$ cat config.mk
export PLATFORM = sky130hd
export DESIGN_NAME = tcg_palette
export DESIGN_NICKNAME = d
export VERILOG_FILES = /design/src/tcg_pkg.sv /design/src/tcg_palette.sv
export SDC_FILE = /design/constraint.sdc
export NUM_CORES = 1
export LEC_CHECK = 0
export BUFFER_PORTS_ARGS = -buffer_cell sky130_fd_sc_hd__clkbuf_2
export CAP_MARGIN = 20
export CORE_UTILIZATION = 42
export CTS_CLUSTER_SIZE = 20
export DETAILED_ROUTE_END_ITERATION = 8
export HOLD_SLACK_MARGIN = 0.08
export MAX_ROUTING_LAYER = met4
export PLACE_DENSITY = 0.57
export SLEW_MARGIN = 20
export SYNTH_ARGS = -nofsm -noshare
export SYNTH_HDL_FRONTEND = slang
export SYNTH_SLANG_ARGS = --single-unit
$ cat constraint.sdc
create_clock -name clock -period 2.8 [get_ports clock]
set_input_delay 0.14 -clock clock [delete_from_list [all_inputs] [get_ports clock]]
set_output_delay 0.14 -clock clock [all_outputs]
set_load 0.01 [all_outputs]
$ cat src/tcg_pkg.sv
// tcg_pkg: shared types, constants and the reset palette of the text cell glyph renderer
// no dependencies; imported by every module of the block

package tcg_pkg;

   // grid and font geometry
   localparam int GRID_COLUMNS = 40;
   localparam int GRID_ROWS    = 16;
   localparam int CURSOR_LINES = 2;
   localparam int GLYPH_COUNT  = 256;

   localparam int CELL_H     = 8;
   localparam int FONT_COLS  = 5;
   localparam int FONT_BYTES = GLYPH_COUNT * FONT_COLS;
   localparam int GLYPH_AW   = (GLYPH_COUNT > 1) ? $clog2(GLYPH_COUNT) : 1;
   localparam int PAL_DEPTH  = 16;

   // item modes
   localparam logic [1:0] MODE_RENDER  = 2'd0;
   localparam logic [1:0] MODE_FONT_WR = 2'd1;
   localparam logic [1:0] MODE_PAL_WR  = 2'd2;

   // register index, taken from paddr[2]
   localparam logic REG_TOP_OFFSET = 1'b0;

   // reciprocal of five, scaled by 2^16, for font address split
   localparam logic [13:0] RECIP5 = 14'd13108;

   typedef struct packed {
      logic [1:0]  mode;
      logic [7:0]  char_code;
      logic [3:0]  fg_index;
      logic [3:0]  bg_index;
      logic        cursor_on;
      logic [5:0]  cell_col;
      logic [4:0]  text_row;
      logic [10:0] table_index;
      logic [15:0] table_value;
   } req_type;

   typedef struct packed {
      logic [8:0]  pixel_x;
      logic [8:0]  pixel_y;
      logic [2:0]  glyph_line;
      logic [15:0] pix0;
      logic [15:0] pix1;
      logic [15:0] pix2;
      logic [15:0] pix3;
      logic [15:0] pix4;
      logic [15:0] pix5;
      logic        last_line;
   } rsp_type;

   // one glyph: five font columns, bit n of a column is glyph row n
   typedef logic [FONT_COLS-1:0][7:0] glyph_type;

   typedef struct packed {
      logic                en;
      logic [GLYPH_AW-1:0] row;
      logic [2:0]          lane;
      logic [7:0]          data;
   } font_wr_type;

   typedef struct packed {
      logic        en;
      logic [3:0]  idx;
      logic [15:0] data;
   } pal_wr_type;

   typedef struct packed {
      glyph_type   glyph;
      logic [15:0] fg;
      logic [15:0] bg;
      logic        cursor;
      logic [5:0]  col;
      logic [4:0]  row;
   } line_load_type;

   typedef struct packed {
      logic active;
      logic last;
   } line_status_type;

   // sixteen reset colors in RGB565
   function automatic logic [15:0] cga_color(input logic [3:0] idx);
      logic [15:0] c;
      unique case (idx)
         4'd0:  c = 16'h0000;
         4'd1:  c = 16'h0015;
         4'd2:  c = 16'h0540;
         4'd3:  c = 16'h0555;
         4'd4:  c = 16'hA800;
         4'd5:  c = 16'hA815;
         4'd6:  c = 16'hA520;
         4'd7:  c = 16'hAD55;
         4'd8:  c = 16'h52AA;
         4'd9:  c = 16'h52BF;
         4'd10: c = 16'h57EA;
         4'd11: c = 16'h57FF;
         4'd12: c = 16'hFAAA;
         4'd13: c = 16'hFABF;
         4'd14: c = 16'hFFE0;
         4'd15: c = 16'hFFFF;
         default: c = 16'h0000;
      endcase
      return c;
   endfunction

endpackage

$ cat src/tcg_palette.sv
// tcg_palette: 16-entry color memory with two read ports and per-entry valid bits
// depends on tcg_pkg; unwritten entries read as the reset colors

module tcg_palette (
   input  logic                clock,
   input  logic                reset,
   input  tcg_pkg::pal_wr_type pal_wr,
   input  logic                rd_en,
   input  logic [3:0]          fg_idx,
   input  logic [3:0]          bg_idx,
   output logic [15:0]         fg_color,
   output logic [15:0]         bg_color
);
   import tcg_pkg::*;

   logic [15:0]          pal_ram_ff [PAL_DEPTH];
   logic [PAL_DEPTH-1:0] valid_ff;
   logic [PAL_DEPTH-1:0] valid_in;
   logic [15:0]          fg_data_ff;
   logic [15:0]          bg_data_ff;
   logic [3:0]           fg_idx_ff;
   logic [3:0]           bg_idx_ff;
   logic                 fg_valid_ff;
   logic                 bg_valid_ff;

   // valid bits
   always_comb begin
      valid_in = valid_ff;
      if (pal_wr.en) begin
         valid_in[pal_wr.idx] = 1'b1;
      end
   end

   always_ff @(posedge clock) begin
      if (reset) begin
         valid_ff <= '0;
      end else begin
         valid_ff <= valid_in;
      end
   end

   // memory write
   always_ff @(posedge clock) begin
      if (pal_wr.en) begin
         pal_ram_ff[pal_wr.idx] <= pal_wr.data;
      end
   end

   // two registered reads
   always_ff @(posedge clock) begin
      if (rd_en) begin
         fg_data_ff  <= pal_ram_ff[fg_idx];
         bg_data_ff  <= pal_ram_ff[bg_idx];
         fg_idx_ff   <= fg_idx;
         bg_idx_ff   <= bg_idx;
         fg_valid_ff <= valid_ff[fg_idx];
         bg_valid_ff <= valid_ff[bg_idx];
      end
   end

   // unwritten entries fall back to the reset colors
   assign fg_color = fg_valid_ff ? fg_data_ff : cga_color(fg_idx_ff);
   assign bg_color = bg_valid_ff ? bg_data_ff : cga_color(bg_idx_ff);

endmodule

* Yosys cells after proc, flatten, opt, wreduce, memory -nomap -nowiden
Memories as Yosys holds them, arrays and structs flattened. A register that Yosys moved wholly into a read port is not among the register bits.
Index checks and enable logic that the tools add are counted.
** Storage, ports and cells
- Flip-flop bits (word level) :: 26
- Bits in writable memories :: 256
- Memory bits (read-only) :: 512
- Input bits :: 32
- Output and inout port bits :: 32
- Word-level logic and storage cells :: 26
- Memories :: 3
** Operators by class
- Order comparisons :: 4
- Multiplexer cells :: 12
- Bitwise operators :: 1
- Reductions and logical operators :: 1
** Memories
- (no name shown) :: words 16, bits a word 16, read ports 1, clocked after Yosys merged registers in 1, wr ports 0, line tcg_pkg.sv:87 : unique case (idx)
- (no name shown) :: words 16, bits a word 16, read ports 1, clocked after Yosys merged registers in 1, wr ports 0, line tcg_pkg.sv:87
- pal_ram_ff :: words 16, bits a word 16, read ports 2, clocked after Yosys merged registers in 2, wr ports 1, line tcg_palette.sv:16 : logic [15:0] pal_ram_ff [PAL_DEPTH];
** Operators with widths (number)
- $mux 16 :: 2
- $or 16x16->16 :: 1
- $lt 4x5->1 const B :: 3
- $bmux 1 s4 :: 2
- $mux 4 :: 2
- $mux 1 :: 5
- $demux 1 s4 :: 1
- $ge 4x1->1 const B :: 1
- $logic_and 1x1->1 :: 1

* Longest topological paths before layout
Gate-level depths: netlist of the first run.
- Depth after elaboration :: 5
- Mapped depth :: 5
- Depth with buffers taken out :: 3

* Least setup slack after synthesis of the first run
No wires, ideal clock.
- Path kind :: input port to flip-flop
- Start point :: input pal_wr[18] (netlist bit)
- End point :: memory pal_ram_ff[0][0] (enable)
- Arrival :: 1.787 ns
- Required time :: 2.391 ns
- Slack :: 0.604 ns
- Cell stages on the path :: 2
- Buffers on the path :: 0
- Path through :: or3b_2 nor3_1
** RTL lines
- start, declared :: line tcg_palette.sv:7 : input tcg_pkg::pal_wr_type pal_wr,
- end, declared :: line tcg_palette.sv:16
No word-level cell before the write port.

* Final worst setup path of the first run
- Start point :: register bg_valid_ff
- End point :: output bg_color[4]
** Between the ends
- Cells in the longest elaborated chain, start to end :: 1
** RTL lines
- start, declared :: line tcg_palette.sv:24 : logic bg_valid_ff;
- start signal, assigned :: line tcg_palette.sv:57 : bg_valid_ff <= valid_ff[bg_idx];
- $mux 16 :: line tcg_palette.sv:63 : assign bg_color = bg_valid_ff ? bg_data_ff : cga_color(bg_idx_ff);
- end, declared :: line tcg_palette.sv:12 : output logic [15:0] bg_color
No other way between the ends.

==> impl_metrics.env, run 1 <==
export IMPL_clk_pin_slew_ps=60
export IMPL_p_sw_uw=2420
export IMPL_routedWlPerCell_um=28.1
export IMPL_maxCapViolCount=0
export IMPL_drcViolationCount=0
export IMPL_fin_crit_ps=2190
export IMPL_vias=8394
export IMPL_r2r_start="pal_ram_ff[11][13]"
export IMPL_grt_pass1_vias=8663
export IMPL_cts_root_buf="clkbuf_16"
export IMPL_synthSimpleGateAreaFrac=0.0464
export IMPL_rsz0062_at_grt="false"
export IMPL_seq_area_frac_synth=0.658
export IMPL_slowest_stage="edfxtp_1"
export IMPL_syn_cell_area_mm2=0.0146
export IMPL_yosys_warnings=0
export IMPL_max_stage_delay_ps=960
export IMPL_h_tree_depth=2
export IMPL_cts_resized_gates=0
export IMPL_totalWireLength_mm=38.5
export IMPL_rows=67
export IMPL_critPathKind="reg2out"
export IMPL_clkSinkCount=330
export IMPL_cp_top_family="flip-flops"
export IMPL_synthTopCellsByArea="edfxtp_1 61%, mux4_2 16%, mux4_1 5.8%"
export IMPL_p_per_area_mw_per_mm2=647
export IMPL_cp_max_fo=18
export IMPL_synth_area_per_cell_um2=18.5
export IMPL_post_route_period_util=0.781
export IMPL_final_layout_size_suffix_gt1_frac=0.313
export IMPL_hold_viol_final=0
export IMPL_drtAntennaViolNets=0
export IMPL_intPower_uw=8520
export IMPL_die_h_um=188
export IMPL_setup_tns_ps=0
export IMPL_synth_top_family_by_area="multiplexers"
export IMPL_ios=64
export IMPL_initial_core_util=0.430
export IMPL_setup_viol=0
export IMPL_critPathArrivalTime_ps=2050
export IMPL_end_kind="output port"
export IMPL_status="completed"
export IMPL_synth_compound_area_share=0.0456
export IMPL_synthMuxAreaShare=0.228
export IMPL_ir_worst_vdd_uv=465
export IMPL_cts_tree="built"
export IMPL_grt_pass1_wl_mm=56.2
export IMPL_synthXorXnorAreaFrac=0
export IMPL_fin_skew_ps=14.7
export IMPL_crit_path_frequent_cell="nand2_1"
export IMPL_clk_latency_ps=520
export IMPL_path_cells="nand2_1 > nand2_1 > clkbuf_2"
export IMPL_die_area_mm2=0.0355
export IMPL_finalMaxSlewViolations=0
export IMPL_drt_first_pass_iters=5
export IMPL_cp_required_ps=2660
export IMPL_combPwrFrac=0.084
export IMPL_setup_worst_path_start_class="register"
export IMPL_pwr_share_seq=0.514
export IMPL_worst_pin_slew_ps=940
export IMPL_n_fill_cell=2778
export IMPL_layout_nets=931
export IMPL_utilization=0.499
export IMPL_synth_cells=788
export IMPL_hp_start="pal_wr[19]"
export IMPL_clockPowerShare=0.401
export IMPL_synth_seq_cells=330
export IMPL_gp_congestion=0.835
export IMPL_antenna_found_initial=2
export IMPL_drt_iter0_markers=909
export IMPL_synth_nets=820
export IMPL_vias_per_cell=6.12
export IMPL_max_slew_margin=0.373
export IMPL_fmax_mhz=457
export IMPL_portBuffers=63
export IMPL_track_usage=0.227
export IMPL_core_area_mm2=0.0339
export IMPL_yosys_area_top_type_share=0.614
export IMPL_numCtsBuffers=37
export IMPL_worst_path_buf_inv=1
export IMPL_yosys_area_top_type="edfxtp_1"
export IMPL_dp_hpwl_mm=22.9
export IMPL_synth_cell_types=33
export IMPL_holdCritPathClass="in2reg"
export IMPL_synth_adder_area_share=0
export IMPL_clock_path_buffers=3
export IMPL_gr_total_overflow=0
export IMPL_p_sw_frac=0.221
export IMPL_fp_dieW_um=188
export IMPL_syn2layout_area_growth_pct=16.0
export IMPL_p_leak_uw=0.00583
export IMPL_startpoint="bg_valid_ff"
export IMPL_grt_start_max_net_pins=72
## registers in the layout, summed over array words and instances (netlist names), named ones only
name and flops:
bg_data_ff 16, bg_idx_ff 4, bg_valid_ff 1, fg_data_ff 16, fg_idx_ff 4, fg_valid_ff 1
pal_ram_ff 256, valid_ff 16
## tightest hold or removal path, delay by kind of cell
kind	cells	cell delay (ps)
AO/OA/AOI/OAI	1	140
buffers and inverters	1	150
AND/OR/NAND/NOR	2	160
## power by group through the flow
stage	sequential [uW]	combinational, uW	clock (uW)
after floorplan	5680	567	0
after global placement	5720	883	0
after detailed placement	5730	901	0
after CTS	5620	929	4480
after global routing	5630	995	4650
final	5620	923	4390
## stage by stage
step	setup WS, ps	cells	hold slack, ps	power, uW	instance area (um^2)
floorplan	604	788	239	6250	14600
global placement	652	1286	411	6600	15600
detailed placement	615	1286	422	6630	15600
CTS	603	1369	101	11000	16900
global route	511	1371	171	11300	16900
finish	612	1372	126	10900	16900
## cell usage after synthesis
master / instances
buf_4: 6
mux2i_1: 3
a21boi_0: 1
nor2b_1: 6
edfxtp_1: 298
mux2_2: 10
nand2_1: 90
mux4_1: 32
o31a_1: 1
buf_1: 5
o21ai_0: 1
and2_1: 2
inv_1: 4
dfxtp_1: 32
a32o_1: 1
nand3_1: 1
nor3b_1: 1
and3_1: 1
or3b_2: 1
nand2b_1: 13
a31oi_1: 4
buf_2: 3
a21o_1: 2
a22oi_1: 68
and3b_1: 2
nand3b_1: 3
nor3_1: 4
mux4_2: 104
nor2_1: 32
buf_6: 10
clkbuf_1: 31
a21oi_1: 15
o21a_1: 1
## layer usage
| layer | global-route usage | up-vias | routed length (um) |
|---|---|---|---|
| li1 | - | 3512 | - |
| met1 | 0.291 | 4397 | 15600 |
| met2 | 0.359 | 403 | 18700 |
| met3 | 0.0522 | 82 | 3130 |
| met4 | 0.0738 | 0 | 1100 |
| met5 | - | - | 0 |
## worst paths after layout
path                     to  slack (ps)  depth (start not counted)
max             bg_color[4]         610                          3
min             valid_ff[2]         130                          4
max reg2reg  fg_data_ff[13]        1200                          3
min reg2reg     valid_ff[4]         490                          2
## logic make-up (layout without fill, tap and decap cells)
| family | Yosys count | in the layout |
|---|---|---|
| other | 0 | 3 |
| multiplexers | 149 | 149 |
| AND/OR/NAND/NOR | 156 | 156 |
| buffers and inverters | 59 | 192 |
| AO/OA/AOI/OAI | 94 | 94 |
| flip-flops | 330 | 330 |
## cell type report
class | instances | area (um^2) | area share
Multi-Input combinational cell | 399 | 4730 | 0.280
Antenna cell | 3 | 7.51 | 0.000444
Timing Repair Buffer | 127 | 931 | 0.0550
Clock inverter | 12 | 90.1 | 0.00533
Clock buffer | 49 | 991 | 0.0586
Sequential cell | 330 | 9590 | 0.567
Inverter | 4 | 15.0 | 0.000888
Tap cell | 448 | 561 | 0.0331
## what timing repair did
action,4_1_cts,5_1_grt
hold buffers,22,0
endpoints found under the hold margin,282,0
setup buffers,0,0
setup endpoints to repair,0,0
## placed cells by master, fill, tap and decap left out, drive strengths merged, types with 6 or more instances in the layout
| cell type | Yosys | layout |
|---|---|---|
| a21oi | 15 | 15 |
| a22oi | 68 | 68 |
| buf | 24 | 46 |
| clkbuf | 31 | 108 |
| clkinv | 0 | 9 |
| dfxtp | 32 | 32 |
| dlygate4sd3 | 0 | 22 |
| edfxtp | 298 | 298 |
| mux2 | 10 | 10 |
| mux4 | 136 | 136 |
| nand2 | 90 | 90 |
| nand2b | 13 | 13 |
| nor2 | 32 | 32 |
| nor2b | 6 | 6 |
No activity file was read; power rests on OpenSTA's default activity.
==> inputs of run 2 (changes only) <==
--- a/config.mk
+++ b/config.mk
@@ -5,6 +5,7 @@
 export SDC_FILE = /design/constraint.sdc
 export NUM_CORES = 1
 export LEC_CHECK = 0
+export ABC_AREA = 1
 export BUFFER_PORTS_ARGS = -buffer_cell sky130_fd_sc_hd__clkbuf_2
 export CAP_MARGIN = 20
 export CORE_UTILIZATION = 42
==> constraint.sdc (replaced) <==
create_clock -name clock -period 2.1 [get_ports clock]
set_input_delay 0.105 -clock clock [delete_from_list [all_inputs] [get_ports clock]]
set_output_delay 0.105 -clock clock [all_outputs]
set_load 0.01 [all_outputs]
==> run 2 against run 1 <==
Clock power increased by 46%. Global-route usage grew 4.6 points. Cell area up 12%. Utilization is 1.3 points lower. Via count increased by 66%. Clock-buffer cell count up 5. Critical path depth up 4. Critical endpoint is now pal_ram_ff[4][3]. Largest cell class unchanged.
==> impl_metrics.env, run 2 <==
export IMPL_status="completed"
export IMPL_ys_flop_type="edfxtp_1"
export IMPL_synthArstFlopShare=0
export IMPL_max_slew_margin=0.544
export IMPL_synth_cells=1972
export IMPL_cts_resized_gates=0
export IMPL_synthSimpleGateAreaFrac=0.304
export IMPL_cp_max_fo=16
export IMPL_cp_required_ps=2290
export IMPL_rsz0062_at_grt="false"
export IMPL_r2r_start="pal_ram_ff[0][7]"
export IMPL_track_usage=0.273
export IMPL_seq_area_frac_synth=0.573
export IMPL_yosys_warnings=0
export IMPL_max_stage_delay_ps=650
export IMPL_startpoint="pal_wr[16]"
export IMPL_setup_worst_path_start_class="input port"
export IMPL_ios=64
export IMPL_yosys_top_cells_count="690 x nand2_1, 476 x nand3_1, 306 x inv_1"
export IMPL_end_kind="register"
export IMPL_final_cell_mix="690 x nand2_1, 476 x nand3_1, 304 x inv_1"
export IMPL_drt_first_pass_iters=6
export IMPL_synth_seq_cells=330
export IMPL_yosys_area_top_type_share=0.535
export IMPL_hold_depth=1
export IMPL_dp_hpwl_mm=32.0
export IMPL_die_area_mm2=0.0406
export IMPL_worst_slack_ps=59.9
export IMPL_antenna_found_initial=1
export IMPL_synth_compound_area_share=0.00718
export IMPL_worst_r2r_cell_count=6
export IMPL_synth_area_per_cell_um2=8.49
export IMPL_totalWireLength_mm=53.6
export IMPL_synth_edff_count=298
export IMPL_die_h_um=202
export IMPL_p_per_area_mw_per_mm2=822
export IMPL_worst_pin_slew_ps=684
export IMPL_synth_most_common_cell="nand2_1"
export IMPL_layout_nets=2071
export IMPL_setup_viol=0
export IMPL_crit_path_frequent_cell="dlygate4sd3_1"
export IMPL_stdcell_count=2584
export IMPL_routedWlPerCell_um=20.7
export IMPL_grt_pass1_wl_mm=80.8
export IMPL_yosys_area_top_type="edfxtp_1"
export IMPL_critPathKind="in2reg"
export IMPL_setup_tns_ps=0
export IMPL_clkSinkCount=330
export IMPL_rrSetupSlack_ps=780
export IMPL_drtAntennaViolNets=0
export IMPL_vias_per_cell=5.40
export IMPL_gr_total_overflow=0
export IMPL_syn2layout_area_growth_pct=13.3
export IMPL_synth_adder_area_share=0
export IMPL_final_layout_size_suffix_gt1_frac=0.0905
export IMPL_initial_core_util=0.429
export IMPL_hp_start="pal_wr[10]"
export IMPL_grt_start_max_net_pins=71
export IMPL_critPathArrivalTime_ps=2230
export IMPL_cts_root_buf="clkbuf_16"
export IMPL_holdCritPathClass="in2reg"
export IMPL_fin_skew_ps=16.8
export IMPL_clk_latency_ps=540
export IMPL_hold_viol_final=0
export IMPL_r2r_end="bg_data_ff[7]"
export IMPL_finalMaxSlewViolations=0
export IMPL_grt_pass1_vias=13300
export IMPL_fin_crit_ps=2040
export IMPL_maxCapViolCount=0
export IMPL_slowest_stage="dlygate4sd3_1"
export IMPL_synthMuxAreaShare=0
export IMPL_cts_tree="built"
export IMPL_synth_top_family_by_area="simple AND/OR/NAND/NOR gates"
export IMPL_diodes=0
export IMPL_synth_cell_types=20
export IMPL_path_cells="dlygate4sd3_1 > clkbuf_2 > nor2_1 > dlygate4sd3_1 > nand2_1 > inv_1 > buf_4"
export IMPL_synthXorXnorAreaFrac=0
export IMPL_h_tree_depth=2
export IMPL_post_route_period_util=0.971
export IMPL_ir_worst_vdd_uv=506
export IMPL_clk_pin_slew_ps=60
export IMPL_final_common_cell="nand2_1"
export IMPL_synthTopCellsByArea="edfxtp_1 53%, nand2_1 15%, nand3_1 14%"
export IMPL_vias=14000
export IMPL_clock_path_buffers=3
export IMPL_rows=72
export IMPL_fp_dieW_um=202
export IMPL_p_leak_uw=0.00861
export IMPL_syn_cell_area_mm2=0.0167
export IMPL_dpl_worst_slack_ps=336
export IMPL_drcViolationCount=0
export IMPL_core_area_mm2=0.0390
export IMPL_gp_congestion=0.917
export IMPL_drt_iter0_markers=1686
export IMPL_fmax_mhz=490
export IMPL_largest_reg_flops=256
export IMPL_dp_cells=2489
export IMPL_largest_register="pal_ram_ff"
export IMPL_n_fill_cell=3704
export IMPL_portBuffers=63
export IMPL_min_to="pal_ram_ff[9][10]"
export IMPL_synth_nets=2004
export IMPL_numCtsBuffers=39
[run 2: changes by cell type in the layout (fill, tap and decap cells not counted), sizes merged, moves of 5 or more]
| cell | before | now |
|---|---|---|
| nor2 | 32 | 20 |
| nand3 | 1 | 476 |
| a22oi | 68 | 0 |
| nand2 | 90 | 690 |
| nand2b | 13 | 0 |
| mux2 | 10 | 0 |
| a21oi | 15 | 10 |
| mux4 | 136 | 0 |
| buf | 46 | 56 |
| o21ai | 1 | 8 |
| inv | 4 | 314 |
| clkbuf | 108 | 115 |
| nor2b | 6 | 0 |
[run 2: final cells by class]
cell class / count / area [um^2] / area share
flip-flops and latches: 330 / 9590 / 0.506
multi-input cells: 1212 / 5220 / 0.275
inverters: 313 / 1180 / 0.0625
repair buffers: 143 / 1140 / 0.0599
clock buffers: 54 / 1060 / 0.0560
well taps: 518 / 648 / 0.0342
clock inverters: 14 / 118 / 0.00621
[run 2: metrics by stage]
step	cell area [um^2]	power, uW	hold slack (ps)	util
floorplan	16700	8610	204	-
global placement	17500	9240	454	0.449
detailed placement	17500	9270	459	0.449
CTS	18900	15700	82.9	0.486
global route	19000	16100	95.0	0.486
finish	19000	15600	107	0.486
[run 2: worst max path at each step]
stage	endpoint	slack (ps)	cells past startpoint
finish	pal_ram_ff[4][3]	60	7
global route	pal_ram_ff[4][12]	4	7
CTS	bg_color[7]	70	4
detailed placement	pal_ram_ff[5][7]	340	6
global placement	pal_ram_ff[4][3]	350	6
floorplan	pal_ram_ff[5][0]	480	4
[run 2: kinds of logic (layout without fill, tap and decap cells)]
kind of cell	after synthesis	after routing
buffers and inverters	430	524
flip-flops	330	330
AO/OA/AOI/OAI	20	20
AND/OR/NAND/NOR	1192	1192
[run 2: what timing repair did]
action / 4_1_cts / 5_1_grt
setup endpoints to repair: 0 / 4
hold buffers: 26 / 0
endpoints found under the hold margin: 257 / 0
setup buffers: 0 / 1
[run 2: metal layers]
layer / share of wire / track usage
met1: 0.43 / 0.376
met5: 0 / -
met2: 0.45 / 0.414
met4: 0.029 / 0.0947
met3: 0.091 / 0.0368
[run 2: power breakdown]
group	internal (uW)	leakage, uW	switching (uW)	total (uW)
Sequential	7390	0.00299	91.0	7480
Clock	3760	0.000580	2630	6400
Combinational	517	0.00504	1190	1710
[run 2: critical path, delay by kind of cell]
family	cells	cell delay (ps)
simple gates	2	290
buf+inv	5	1810
