==> src/tcg_pkg.sv <==
// tcg_pkg: shared types, constants and the reset palette of the text cell glyph renderer
// no dependencies; imported by every module of the block

package tcg_pkg;

   // grid and font geometry
   localparam int GRID_COLUMNS = 40;
   localparam int GRID_ROWS    = 16;
   localparam int CURSOR_LINES = 2;
   localparam int GLYPH_COUNT  = 256;

   localparam int CELL_H     = 8;
   localparam int FONT_COLS  = 5;
   localparam int FONT_BYTES = GLYPH_COUNT * FONT_COLS;
   localparam int GLYPH_AW   = (GLYPH_COUNT > 1) ? $clog2(GLYPH_COUNT) : 1;
   localparam int PAL_DEPTH  = 16;

   // item modes
   localparam logic [1:0] MODE_RENDER  = 2'd0;
   localparam logic [1:0] MODE_FONT_WR = 2'd1;
   localparam logic [1:0] MODE_PAL_WR  = 2'd2;

   // register index, taken from paddr[2]
   localparam logic REG_TOP_OFFSET = 1'b0;

   // reciprocal of five, scaled by 2^16, for font address split
   localparam logic [13:0] RECIP5 = 14'd13108;

   typedef struct packed {
      logic [1:0]  mode;
      logic [7:0]  char_code;
      logic [3:0]  fg_index;
      logic [3:0]  bg_index;
      logic        cursor_on;
      logic [5:0]  cell_col;
      logic [4:0]  text_row;
      logic [10:0] table_index;
      logic [15:0] table_value;
   } req_type;

   typedef struct packed {
      logic [8:0]  pixel_x;
      logic [8:0]  pixel_y;
      logic [2:0]  glyph_line;
      logic [15:0] pix0;
      logic [15:0] pix1;
      logic [15:0] pix2;
      logic [15:0] pix3;
      logic [15:0] pix4;
      logic [15:0] pix5;
      logic        last_line;
   } rsp_type;

   // one glyph: five font columns, bit n of a column is glyph row n
   typedef logic [FONT_COLS-1:0][7:0] glyph_type;

   typedef struct packed {
      logic                en;
      logic [GLYPH_AW-1:0] row;
      logic [2:0]          lane;
      logic [7:0]          data;
   } font_wr_type;

   typedef struct packed {
      logic        en;
      logic [3:0]  idx;
      logic [15:0] data;
   } pal_wr_type;

   typedef struct packed {
      glyph_type   glyph;
      logic [15:0] fg;
      logic [15:0] bg;
      logic        cursor;
      logic [5:0]  col;
      logic [4:0]  row;
   } line_load_type;

   typedef struct packed {
      logic active;
      logic last;
   } line_status_type;

   // sixteen reset colors in RGB565
   function automatic logic [15:0] cga_color(input logic [3:0] idx);
      logic [15:0] c;
      unique case (idx)
         4'd0:  c = 16'h0000;
         4'd1:  c = 16'h0015;
         4'd2:  c = 16'h0540;
         4'd3:  c = 16'h0555;
         4'd4:  c = 16'hA800;
         4'd5:  c = 16'hA815;
         4'd6:  c = 16'hA520;
         4'd7:  c = 16'hAD55;
         4'd8:  c = 16'h52AA;
         4'd9:  c = 16'h52BF;
         4'd10: c = 16'h57EA;
         4'd11: c = 16'h57FF;
         4'd12: c = 16'hFAAA;
         4'd13: c = 16'hFABF;
         4'd14: c = 16'hFFE0;
         4'd15: c = 16'hFFFF;
         default: c = 16'h0000;
      endcase
      return c;
   endfunction

endpackage

==> src/tcg_line_gen.sv <==
// tcg_line_gen: glyph row sequencer, expands one loaded cell into eight result beats
// depends on tcg_pkg

module tcg_line_gen (
   input  logic                     clock,
   input  logic                     reset,
   input  logic                     load,
   input  tcg_pkg::line_load_type   load_data,
   input  logic [7:0]               top_offset,
   output tcg_pkg::line_status_type status,
   output logic                     rsp_valid,
   output tcg_pkg::rsp_type         rsp_data
);
   import tcg_pkg::*;

   logic          active_ff;
   logic          active_in;
   logic [2:0]    line_ff;
   logic [2:0]    line_in;
   line_load_type cell_ff;
   logic          rsp_valid_ff;
   logic          rsp_valid_in;
   rsp_type       rsp_ff;
   rsp_type       rsp_in;
   logic          last;
   logic          under;
   logic [15:0]   pix [FONT_COLS];

   assign last = active_ff && (line_ff == 3'(CELL_H - 1));

   // sequencer control
   always_comb begin
      active_in = active_ff;
      line_in   = line_ff;
      if (load) begin
         active_in = 1'b1;
         line_in   = '0;
      end else if (active_ff) begin
         line_in = line_ff + 3'd1;
         if (last) begin
            active_in = 1'b0;
         end
      end
   end

   always_ff @(posedge clock) begin
      if (reset) begin
         active_ff <= 1'b0;
         line_ff   <= '0;
      end else begin
         active_ff <= active_in;
         line_ff   <= line_in;
      end
   end

   // cell hold register
   always_ff @(posedge clock) begin
      if (load) begin
         cell_ff <= load_data;
      end
   end

   // pixel row for the current glyph line
   always_comb begin
      under = cell_ff.cursor && (4'(line_ff) >= 4'(CELL_H - CURSOR_LINES));
      for (int c = 0; c < FONT_COLS; c++) begin
         pix[c] = (under || cell_ff.glyph[c][line_ff]) ? cell_ff.fg : cell_ff.bg;
      end
      rsp_in.pixel_x    = 9'({cell_ff.col, 2'b00}) + 9'({cell_ff.col, 1'b0});
      rsp_in.pixel_y    = 9'(top_offset) + 9'({cell_ff.row, line_ff});
      rsp_in.glyph_line = line_ff;
      rsp_in.pix0       = pix[0];
      rsp_in.pix1       = pix[1];
      rsp_in.pix2       = pix[2];
      rsp_in.pix3       = pix[3];
      rsp_in.pix4       = pix[4];
      rsp_in.pix5       = under ? cell_ff.fg : cell_ff.bg;
      rsp_in.last_line  = (line_ff == 3'(CELL_H - 1));
      rsp_valid_in      = active_ff;
   end

   // output register
   always_ff @(posedge clock) begin
      if (reset) begin
         rsp_valid_ff <= 1'b0;
      end else begin
         rsp_valid_ff <= rsp_valid_in;
      end
   end

   always_ff @(posedge clock) begin
      if (active_ff) begin
         rsp_ff <= rsp_in;
      end
   end

   assign status.active = active_ff;
   assign status.last   = last;
   assign rsp_valid     = rsp_valid_ff;
   assign rsp_data      = rsp_ff;

endmodule

==> config.mk <==
export PLATFORM = sky130hd
export DESIGN_NAME = tcg_line_gen
export DESIGN_NICKNAME = d
export VERILOG_FILES = /design/src/tcg_pkg.sv /design/src/tcg_line_gen.sv
export SDC_FILE = /design/constraint.sdc
export NUM_CORES = 1
export LEC_CHECK = 0
export BUFFER_PORTS_ARGS = -buffer_cell sky130_fd_sc_hd__buf_2
export CAP_MARGIN = 10
export CORE_MARGIN = 1.5
export CORE_UTILIZATION = 30
export CTS_BUF_LIST = sky130_fd_sc_hd__clkbuf_8
export CTS_CLUSTER_SIZE = 40
export DETAILED_ROUTE_END_ITERATION = 8
export PLACE_DENSITY_LB_ADDON = 0.05
export SLEW_MARGIN = 10
export SYNTH_ARGS = -nofsm -noshare
export SYNTH_HDL_FRONTEND = slang
export SYNTH_SLANG_ARGS = --single-unit
export TNS_END_PERCENT = 5
==> constraint.sdc <==
create_clock -name clock -period 9.22 [get_ports clock]
set_input_delay 1.844 -clock clock [delete_from_list [all_inputs] [get_ports clock]]
set_output_delay 1.844 -clock clock [all_outputs]
set_load 0.005 [all_outputs]
# Word level (Yosys, flattened, before mapping)
# Index checks and enable logic that the tools add are counted.
dict set report word_totals {
  regBits 207
  input_bits 95
  out_inout_bits 121
  word_cells 56
}
dict set report classes {
  n_addsub 3
  order_cmp 2
  eq_ne 1
  n_mux 19
  reduce_logical 8
}
# cell count
set op_table {}
lappend op_table {{16-bit two-way mux} 6}
lappend op_table {{1-bit binary-select mux with 3-bit select} 5}
lappend op_table {{8-bit by 7-bit adder with 9-bit output} 1}
lappend op_table {{8-bit by 8-bit adder with 9-bit output} 1}
lappend op_table {{1-bit two-way mux} 8}
lappend op_table {{1-bit logical OR} 5}
lappend op_table {{3-bit by 4-bit less-than comparator with 1-bit output, second input constant} 1}
lappend op_table {{3-bit by 1-bit adder with 3-bit output, second input constant} 1}
lappend op_table {{3-bit == test, second input constant} 1}
lappend op_table {{3-bit >= comparator, second input constant} 1}
lappend op_table {{1-bit logical AND} 2}
lappend op_table {{2-bit OR reduction} 1}

# Longest topological paths before layout
# Gate-level depths: netlist of the first run.
dict set report logic_depth {
  word_depth 5
  mapped_depth 9
  depth_no_buf 8
}

# Least setup slack after synthesis of the first run
# No wires, ideal clock.
dict set report synth_path {
  kind {reg2out}
  from {register active_ff}
  to {output port status[0] (netlist name)}
  t_arrival_ns 3.451
  required_ns 7.376
  slack_ns 3.925
  stages_incl_launch_ff 4
  n_path_buf 2
  cell_sequence {dfxtp_1 > clkbuf_1 > and2_1 > buf_4}
}
dict set report synth_via {
  elab_chain_len 1
}
# element line
set synth_rtl {}
lappend synth_rtl {{from (decl)} tcg_line_gen.sv:16} ;# logic active_ff;
lappend synth_rtl {{from (signal assigned)} tcg_line_gen.sv:51} ;# active_ff <= active_in;
lappend synth_rtl {{1-bit logical AND} tcg_line_gen.sv:29} ;# assign last = active_ff && (line_ff == 3'(CELL_H - 1));
lappend synth_rtl {{to (decl)} tcg_line_gen.sv:10} ;# output tcg_pkg::line_status_type status,
# No other way between the ends.

==> results of run 1 <==
[kinds of logic after synthesis]
kind of cell | Yosys count
buf+inv | 32
compound gates | 23
flops | 206
other cells | 1
simple gates | 20
xor+xnor | 11
fa+ha+maj | 20
mux | 107
[worst register-to-register path, delay by kind of cell (launching register included)]
family	cells	cell delay, ps
adder cells (fa/ha/maj)	1	260
flip-flops	1	930
AND/OR/NAND/NOR	1	350
multiplexers	1	350
buffers and inverters	2	360
AO/OA/AOI/OAI	2	910
[sequential cells by signal, summed over array words and instances (netlist names)]
| register | count |
|---|---|
| active_ff | 1 |
| rsp_valid | 1 |
| rsp_data | 117 |
| line_ff | 3 |
| cell_ff | 84 |
[routing by layer]
metal  vias up  routed length, µm  part of all wire (%)
li1       2131                  -                     -
met1      2197               8210                    42
met2       172               9160                    47
met3        47               1610                   8.3
met4         6                464                   2.4
met5         -                 41                  0.21
[cell type report]
| type | instances | area (µm²) | area share, % |
|---|---|---|---|
| sequential | 206 | 6140 | 57.9 |
| multi-input combinational | 182 | 2150 | 20.3 |
| timing repair buffer | 221 | 1150 | 10.8 |
| clock inverter | 22 | 96.3 | 0.908 |
| tap | 378 | 473 | 4.46 |
| clock buffer | 40 | 551 | 5.19 |
| inverter | 14 | 52.6 | 0.495 |
[through the flow]
stage               std cells  utilization (%)  hold slack (ps)
global placement         1000             35.7              444
detailed placement       1000             35.7              459
finish                   1063             38.1              469
global route             1063             38.1              479
CTS                      1062             38.0              471
floorplan                 420                -              433
[Yosys cell counts (2+ instances only)]
master / instances / area share [%]
nor2_1: 6 / 0.26
fa_1: 2 / 0.47
mux2_2: 46 / 6.1
nand2_1: 4 / 0.18
buf_4: 3 / 0.26
nor3_1: 2 / 0.12
xnor2_1: 8 / 0.82
nor2b_1: 4 / 0.29
clkbuf_1: 2 / 0.088
ha_1: 18 / 2.6
buf_2: 2 / 0.12
o22a_1: 5 / 0.51
dfxtp_1: 5 / 1.2
mux4_2: 8 / 2.1
edfxtp_1: 201 / 71
a21oi_1: 7 / 0.41
mux4_1: 2 / 0.62
a21o_1: 3 / 0.26
inv_1: 14 / 0.62
buf_6: 8 / 1.1
buf_12: 3 / 0.70
xor2_1: 3 / 0.31
o21ai_0: 3 / 0.18
mux2_4: 50 / 8.8
[cell usage in the layout (no fill, tap or decap), types with 2 or more instances in the layout]
cell type  synthesis  routed
o21ai_0            3       3
nor2b_1            4       4
mux2_4            50      50
inv_1             14      24
edfxtp_1         201     201
nor2_1             6       6
clkinv_2           0       4
nand2_1            4       4
clkinv_1           0       6
a21oi_1            7       7
buf_2              2     213
ha_1              18      18
a21o_1             3       3
buf_4              3       7
mux4_2             8       8
nor3_1             2       2
fa_1               2       2
mux4_1             2       2
xor2_1             3       3
mux2_2            46      46
o22a_1             5       5
xnor2_1            8       8
dfxtp_1            5       4
clkbuf_8           0      40
[path summary, 6_finish.rpt]
check	startpoint	endpoint	slack, ps
max reg2reg	line_ff[0]$_SDFFE_PP0P_	rsp_data[86]$_DFFE_PP_	5780
max	line_ff[0]$_SDFFE_PP0P_	status[0]	5210
min	cell_ff[5]$_DFFE_PP_	rsp_data[110]$_DFFE_PP_	470
min reg2reg	cell_ff[5]$_DFFE_PP_	rsp_data[110]$_DFFE_PP_	470
[power by group]
part	internal (µW)	total [µW]	switching, µW
sequential	1130	1180	45.7
clock	398	774	376
combinational	141	249	108
==> key figures, run 1 <==
Worst setup path
  – Crit path cell chain: ha_1 > ha_1 > and2_1 > buf_2
  – Element type at the critical path end: output port
  – Worst r2r path cells: 7
  – Critical Path Stages: 4
  – CP Launch Type: flop
  – Most frequent CP cell: ha_1
  – Crit path max fanout: 15
  – Crit-path leading delay family: flip-flops
  – WP buf/inv: 1
  – WP data required: 7380 ps
  – CP max-delay cell: dfxtp_1
  – Slowest cell delay on critical path: 930 ps
  – Critical Path AT: roughly 2200 ps
  – Worst Path Class, Setup: flop to output port

GRT
  – Met3 Use GR: 4.39%
  – GR Util All Layers: 13.0%
  – Global Route met2 Usage: 21.1%
  – Antenna violations before repair: 3
  – Grt ovf: 0
  – First-pass GRT wire length: between 20 and 30 mm
  – Largest net degree at the start of global routing: 89
  – Met1 Track Usage GR: roughly 16%
  – Busiest grt layer: met2
  – Vias in the first global route: 4,809

Placement
  – RD Place Congestion: 0.690
  – Setup Slack @ Placement: 5600 ps
  – Post-DP Area: 0.00993 mm²
  – Post-DP HPWL: 12.6 mm
  – PortBufs: 214

Floorplan
  – Row cnt: 61
  – DIE AREA: slightly below 0.03 mm²
  – Initial Utilization: 30.6%
  – Die Ht: 172 µm
  – Core Area: 0.0279 mm²
  – Die width: 172 µm
  – Count of boundary I/O pins: 216

Timing
  – TNS Setup: 0 ps
  – Clock Skew: 31.6 ps
  – Final min period: 4010 ps
  – Final worst slack: 5210 ps
  – Slew headroom: 28.7%
  – RSZ-0062 raised after global routing: false
  – Fmax: between 200 and 250 MHz
  – Hold Vio Cnt, Final: 0
  – Final worst path period share: 43.5%
  – Final setup violation count: 0
  – Worst-margin pin slew: 1070 ps
  – Max Slew Vio Count: 0

Final layout
  – Final net count: just under 800
  – N_diodes: 0
  – Area growth syn-to-layout: 24.5%
  – Fill cell count: 2,661
  – Share of cells above drive strength 1: between 50% and 60%
  – Post-route cell area: 0.0106 mm²

CTS
  – CTS tree: built
  – Post_cts resized: 0
  – Clock Sinks: 206
  – CTS buffer count: 39
  – Worst-path clk slew: 50 ps
  – CTS root buf: clkbuf_8
  – Clk buf depth: 3
  – Clk_lat worst skew: 540 ps
  – Post-CTS setup buffer count: 0
  – Htree depth: 2
  – # hold bufs at CTS: 0

Logic synthesis
  – Largest family of logic cells by synthesized area: multiplexers
  – Post-synthesis adder-cell area fraction: between 3 and 4%
  – Post-Synth Simple-Gate Area: 1.20%
  – Synth async-reset ratio: 0%
  – Synthesized Nets: 535
  – Xor/xnor share of the synthesized area: 1.13%
  – Synth Area in Compound Gates: 1.89%
  – EDFF count, synth: approximately 200
  – Mapped cell area: 0.00852 mm²
  – Yosys warnings: 0
  – Post-synthesis mux area share: 17.7%
  – Cells after Synth: 420
  – Syn avg cell area: 20.3 µm²
  – Prevailing post-synth register cell: edfxtp_1
  – Flops & latches, synth: ~210
  – Register area share after synthesis: 72.0%
  – Cell variety after synth: 35

Route
  – Routed WL per cell: 18.3 µm
  – Via count: approximately 4,600
  – 1st-pass router iterations: 4
  – Total wire length: 19.5 mm
  – DRC: 0
  – Drt first-iter violations: between 150 and 200
  – Remaining antenna violation count after routing: 0
  – Via density per instance: 4.28

Worst hold path
  – Hold crit path type: flop to flop
  – Hold path depth: 0

Power and ir drop
  – Leakage power: approximately 0.0042 µW
  – Total chip power: 2200 µW
  – Pwr Density: 207 mW/mm²
  – Worst VDD drop: 0.0988 mV

Outcome
  – Status: finished clean

Flow run
  – Number of max-cap violations: 0
No activity file was read; power rests on OpenSTA's default activity.
==> run 2, diff against run 1 <==
Clock period 9.22 ns to 3.9 ns, I/O delays scaled along.
==> run 2 against run 1 <==
Against the previous run: wire length is 0.19% higher; largest power group unchanged; sequential share of layout area is 0.25 points lower; power is 140% higher.
==> key figures, run 2 (synthesis gave the netlist of run 1 again) <==
Outcome
  – Status: finished clean

GRT
  – Vias in the first global route: 4,801
  – First-pass GRT wire length: 28.3 mm
  – Grt ovf: 0
  – Largest net degree at the start of global routing: just under 60
  – Antenna violations before repair: 3
  – GR Util All Layers: about an eighth

Power and ir drop
  – Pwr Density: 490 mW/mm²
  – Worst VDD drop: 0.218 mV
  – Leakage power: 0.00430 µW

Placement
  – RD Place Congestion: ~0.73
  – Post-DP HPWL: 12.9 mm
  – PortBufs: 214

CTS
  – Clk buf depth: 3
  – Post_cts resized: 0
  – Htree depth: 2
  – Clock Sinks: approximately 210
  – Worst-path clk slew: around 60 ps
  – Post-CTS setup buffer count: 0
  – CTS tree: built
  – CTS root buf: clkbuf_8
  – CTS buffer count: 39
  – Clk_lat worst skew: roughly 500 ps
  – # hold bufs at CTS: 0

Floorplan
  – Die Ht: 172 µm
  – Core Area: 0.0279 mm²
  – Initial Utilization: 30.6%
  – Die width: around 170 µm
  – Count of boundary I/O pins: 216
  – DIE AREA: 0.0294 mm²
  – Row cnt: 61

Final layout
  – Area growth syn-to-layout: 25.1%
  – Most frequent cells in the layout: 213 x buf_2, 201 x edfxtp_1, 50 x mux2_4, 46 x mux2_2, 41 x clkbuf_8
  – Share of cells above drive strength 1: 54.2%
  – Final net count: 784
  – Max FFs per register: 117
  – Fin util: 38.2%
  – Most common cell after layout, fill and taps aside: buf_2
  – Fill cell count: roughly 2,700

Worst setup path
  – Element type at the critical path end: output port
  – Worst Path Class, Setup: flop to output port
  – Crit path max fanout: 14
  – WP data required: 3120 ps
  – CP Launch Type: flop
  – Critical Path AT: 1750 ps

Timing
  – Worst-margin pin slew: between 700 and 800 ps
  – TNS Setup: 0 ps
  – Fmax: 395 MHz
  – Slew headroom: 49.9%
  – Hold Vio Cnt, Final: 0
  – Final hold slack: between 400 and 500 ps
  – Clock Skew: 14.3 ps
  – Final setup violation count: 0
  – Final min period: about 2500 ps
  – RSZ-0062 raised after global routing: false
  – Final worst path period share: 64.9%
  – Max Slew Vio Count: 0

Route
  – 1st-pass router iterations: 6
  – Total wire length: 19.5 mm
  – Remaining antenna violation count after routing: 0
  – Drt first-iter violations: about 260
  – DRC: 0
  – Via count: 4,550
  – Via density per instance: 4.22
  – Routed WL per cell: 18.1 µm

Flow run
  – Number of max-cap violations: 0

Worst hold path
  – Hold crit path type: input port to flop
[run 2: changes by cell type in the layout (fill, tap and decap cells not counted)]
cell	before	now
inv_6	1	0
clkinv_2	4	5
diode_2	0	2
clkinvlp_4	1	0
clkbuf_8	40	41
o211ai_2	0	1
buf_4	7	13
buf_16	1	0
clkinv_1	6	9
o211ai_4	1	0
inv_1	24	29
[run 2: per-layer routing]
layer	track usage, %	share of wire, %
met5	0	0.036
met4	4.46	2.1
met3	4.21	8.4
met2	21.3	47
met1	16.5	43
[run 2: worst paths after layout]
check | from | to | slack [ps] | depth (start not counted)
worst max-delay path | line_ff[0]$_SDFFE_PP0P_ | status[0] | 1370 | 5
worst min-delay path | load_data[23] | cell_ff[23]$_DFFE_PP_ | 440 | 1
worst max register to register | line_ff[1]$_SDFFE_PP0P_ | rsp_data[75]$_DFFE_PP_ | 1400 | 8
worst min register to register | cell_ff[5]$_DFFE_PP_ | rsp_data[110]$_DFFE_PP_ | 480 | 0
[run 2: per-stage QoR]
stage	area [µm²]	setup slack (ps)	power (µW)	std cells
final	10700	1370	5220	1078
after global routing	10600	1210	5500	1076
after CTS	10600	1280	5330	1076
after detailed placement	9970	1380	3430	1006
after global placement	9970	1420	3420	1006
after floorplan	8520	899	3170	420
[run 2: layout make-up]
type	count	area (µm²)	share of cell area [%]
Sequential cell	206	6140	57.6
Inverter	14	52.6	0.493
Tap cell	378	473	4.44
Clock inverter	29	115	1.08
Timing Repair Buffer	226	1160	10.9
Multi-Input combinational cell	182	2140	20.1
Antenna cell	2	5.00	0.0470
Clock buffer	41	564	5.30
[run 2: worst max-delay path, stage by stage (launching register included)]
cell     delay, ps
dfxtp_1        310
buf_4          210
ha_1           230
ha_1           210
and2_1         160
buf_2          120
[run 2: where the power goes]
group          switching (µW)  leakage, µW  internal, µW
sequential               89.8      0.00198          2670
clock                     883     0.000408           968
combinational             277      0.00191           333
total                    1250      0.00430          3970
==> run 3, diff against run 2 <==
Settings changed: ABC_AREA set to 1.
Clock period 3.9 ns to 2.1 ns, I/O delays scaled along.
==> run 3 against run 2 <==
Against the previous run: global-route usage rose by 3.4 points; critical path type unchanged; largest cell class unchanged; critical endpoint unchanged; via count grew 39%; worst setup slack got worse by 1300 ps; largest power group unchanged.
==> key figures, run 3 <==
Timing
  – Final worst slack: 80.3 ps
  – Fmax: 495 MHz
  – Final min period: 2020 ps
  – Final setup violation count: 0
  – TNS Setup: 0 ps
  – Final hold slack: 51.6 ps
  – RSZ-0062 raised after global routing: false
  – Worst-margin pin slew: ~520 ps
  – Slew headroom: 65.1%
  – Clock Skew: 30.4 ps
  – Max Slew Vio Count: 0
  – Hold Vio Cnt, Final: 0
  – Final worst path period share: between 90% and 100%

Logic synthesis
  – Prevailing post-synth register cell: edfxtp_1
  – Syn avg cell area: between 10 and 15 µm²
  – Synth async-reset ratio: 0%
  – Post-synthesis adder-cell area fraction: 3.03%
  – Post-synthesis mux area share: 0%
  – Xor/xnor share of the synthesized area: 0.701%
  – Flops & latches, synth: 206
  – Largest family of logic cells by synthesized area: simple AND/OR/NAND/NOR gates
  – Synth Area in Compound Gates: 2.36%
  – Area leader, netlist: edfxtp_1
  – Top cells by area, synth: edfxtp_1 69%, nand2_1 10%, nand4_1 5.9%
  – Mapped cell area: between 0.008 and 0.009 mm²
  – Post-Synth Simple-Gate Area: 19.6%
  – EDFF count, synth: around 200
  – Register area share after synthesis: 70.2%
  – Cell variety after synth: 25
  – Synthesized Nets: 829
  – Top-count cell post-synth: nand2_1
  – Cells after Synth: 714
  – Most common library cells after synthesis: 235 x nand2_1, 201 x edfxtp_1, 82 x nand4_1
  – Yosys warnings: 0
  – Share of the synthesized area in the top cell type: 69.0%

Route
  – 1st-pass router iterations: 5
  – Routed WL per cell: about 18 µm
  – Remaining antenna violation count after routing: 0
  – DRC: 0
  – Via count: between 6,000 and 7,000
  – Total wire length: between 20 and 30 mm
  – Via density per instance: 4.59
  – Drt first-iter violations: 423

CTS
  – CTS tree: built
  – Htree depth: 2
  – CTS root buf: clkbuf_8
  – Clk buf depth: 3
  – CTS buffer count: 39
  – # hold bufs at CTS: 0
  – Clk_lat worst skew: 540 ps
  – Clock Sinks: just over 200
  – Worst-path clk slew: 60 ps

Worst setup path
  – Crit path max fanout: 11
  – Element type at the critical path end: output port
  – CP Launch Type: flop
  – Critical Path AT: 1600 ps
  – WP data required: 1680 ps
  – Worst Path Class, Setup: flop to output port

Final layout
  – Area of the multi-input gates: 0.00227 mm²
  – Final net count: 1,081
  – Most common cell after layout, fill and taps aside: nand2_1
  – Area growth syn-to-layout: 27.7%
  – Max FFs per register: ~120
  – Non-Filler Instances: 1,379
  – Most frequent cells in the layout: 235 x nand2_1, 213 x buf_2, 201 x edfxtp_1, 82 x nand4_1, 56 x inv_1
  – Fill cell count: approximately 2,900
  – Share of cells above drive strength 1: 32.0%
  – Reg area: 0.00615 mm²

Floorplan
  – Count of boundary I/O pins: 216
  – Die Ht: 174 µm
  – DIE AREA: 0.0302 mm²
  – Row cnt: 62
  – Initial Utilization: about 30%
  – Core Area: 0.0287 mm²
  – Die width: 174 µm

GRT
  – Largest net degree at the start of global routing: between 60 and 70
  – First-pass GRT wire length: 37.8 mm
  – Grt ovf: 0
  – GR Util All Layers: 16.5%
  – Vias in the first global route: 6,389
  – Antenna violations before repair: 6

Power and ir drop
  – Combinational power share: 13.1%
  – Internal Power: 7290 µW
  – Clk pwr share: 34.3%
  – Pwr Density: 885 mW/mm²
  – Worst VDD drop: 0.367 mV
  – Leakage power: a little under 0.005 µW
  – Sw frac: 26.3%
  – Reg power frac: between 50% and 60%
  – Net Sw Power: 2590 µW

Outcome
  – Status: finished clean

Placement
  – Placed cell count: 1,306
  – Post-DP HPWL: 17.2 mm
  – RD Place Congestion: 0.757
  – Setup Slack @ Placement: 124 ps
  – PortBufs: 214

Flow run
  – Number of max-cap violations: 0

Worst hold path
  – Hold crit path type: input port to flop
## run 3: cell count changes after synthesis, sizes merged, moves of 10 or more
| cell | before | now |
|---|---|---|
| buf | 16 | 34 |
| mux2 | 96 | 0 |
| nand2 | 4 | 235 |
| mux4 | 10 | 0 |
| nand3 | 0 | 42 |
| nand4 | 0 | 82 |
| inv | 14 | 40 |
| o21ai | 3 | 19 |
## run 3: per-stage QoR
step	util [%]	total power (µW)	area, µm²
2_1_floorplan	-	5870	8750
3_3_place_gp	36.3	6560	10400
3_5_place_dp	36.3	6580	10400
4_1_cts	38.8	10000	11100
5_1_grt	38.9	10400	11200
6_report	38.9	9880	11200
## run 3: worst paths after layout
path,endpoint,cells after the start,slack [ps],startpoint
worst max-delay path,status[0],6,80,line_ff[0]$_SDFFE_PP0P_
worst min-delay path,active_ff$_SDFF_PP0_,2,50,reset
worst max register to register,rsp_data[106]$_DFFE_PP_,9,150,line_ff[0]$_SDFFE_PP0P_
worst min register to register,rsp_data[110]$_DFFE_PP_,0,480,cell_ff[5]$_DFFE_PP_
## run 3: what timing repair did
action                                  4_1_cts  5_1_grt
endpoints found under the setup margin        1        1
gates resized for setup                       7        4
pin swaps                                     0        0
cloned                                        1        0
buffers inserted                              2        0
## run 3: cell type report
type | instances | area share (%)
Sequential cell | 206 | 55.1
Multi-Input combinational cell | 431 | 20.3
Timing Repair Buffer | 248 | 12.9
Clock buffer | 41 | 5.05
Tap cell | 384 | 4.30
Inverter | 40 | 1.34
Clock inverter | 26 | 0.908
Antenna cell | 3 | 0.0672
## run 3: metal layers
layer / GRT usage, % / routed length, µm / vias up
met4: 5.24 / 634 / 4
met2: 26.0 / 11400 / 242
met1: 21.8 / 11000 / 2965
met3: 5.09 / 2100 / 46
met5: 0 / 28 / -
li1: - / - / 3076
## run 3: worst max-delay path, cell delays in order, from the launching register on
cell     delay [ps]
dfxtp_4         360
buf_12          140
ha_2            200
ha_4            160
nand2_1          60
inv_1            30
buf_2           110
## run 3: kinds of logic (layout without fill, tap and decap cells)
group | Yosys count | count (layout)
xor gates and xnor gates | 7 | 7
other | 1 | 4
adders and majority gates | 20 | 20
DFF | 206 | 206
buffers and inverters | 77 | 355
and+or+nand+nor | 368 | 368
AOI/OAI and AO/OA | 35 | 35
## run 3: power groups by stage
| stage | Sequential, µW | Clock, µW | Combinational [µW] |
|---|---|---|---|
| 2_1_floorplan | 5270 | 0 | 596 |
| 3_3_place_gp | 5280 | 0 | 1280 |
| 3_5_place_dp | 5280 | 0 | 1300 |
| 4_1_cts | 5200 | 3530 | 1320 |
| 5_1_grt | 5240 | 3720 | 1460 |
| 6_report | 5190 | 3390 | 1300 |
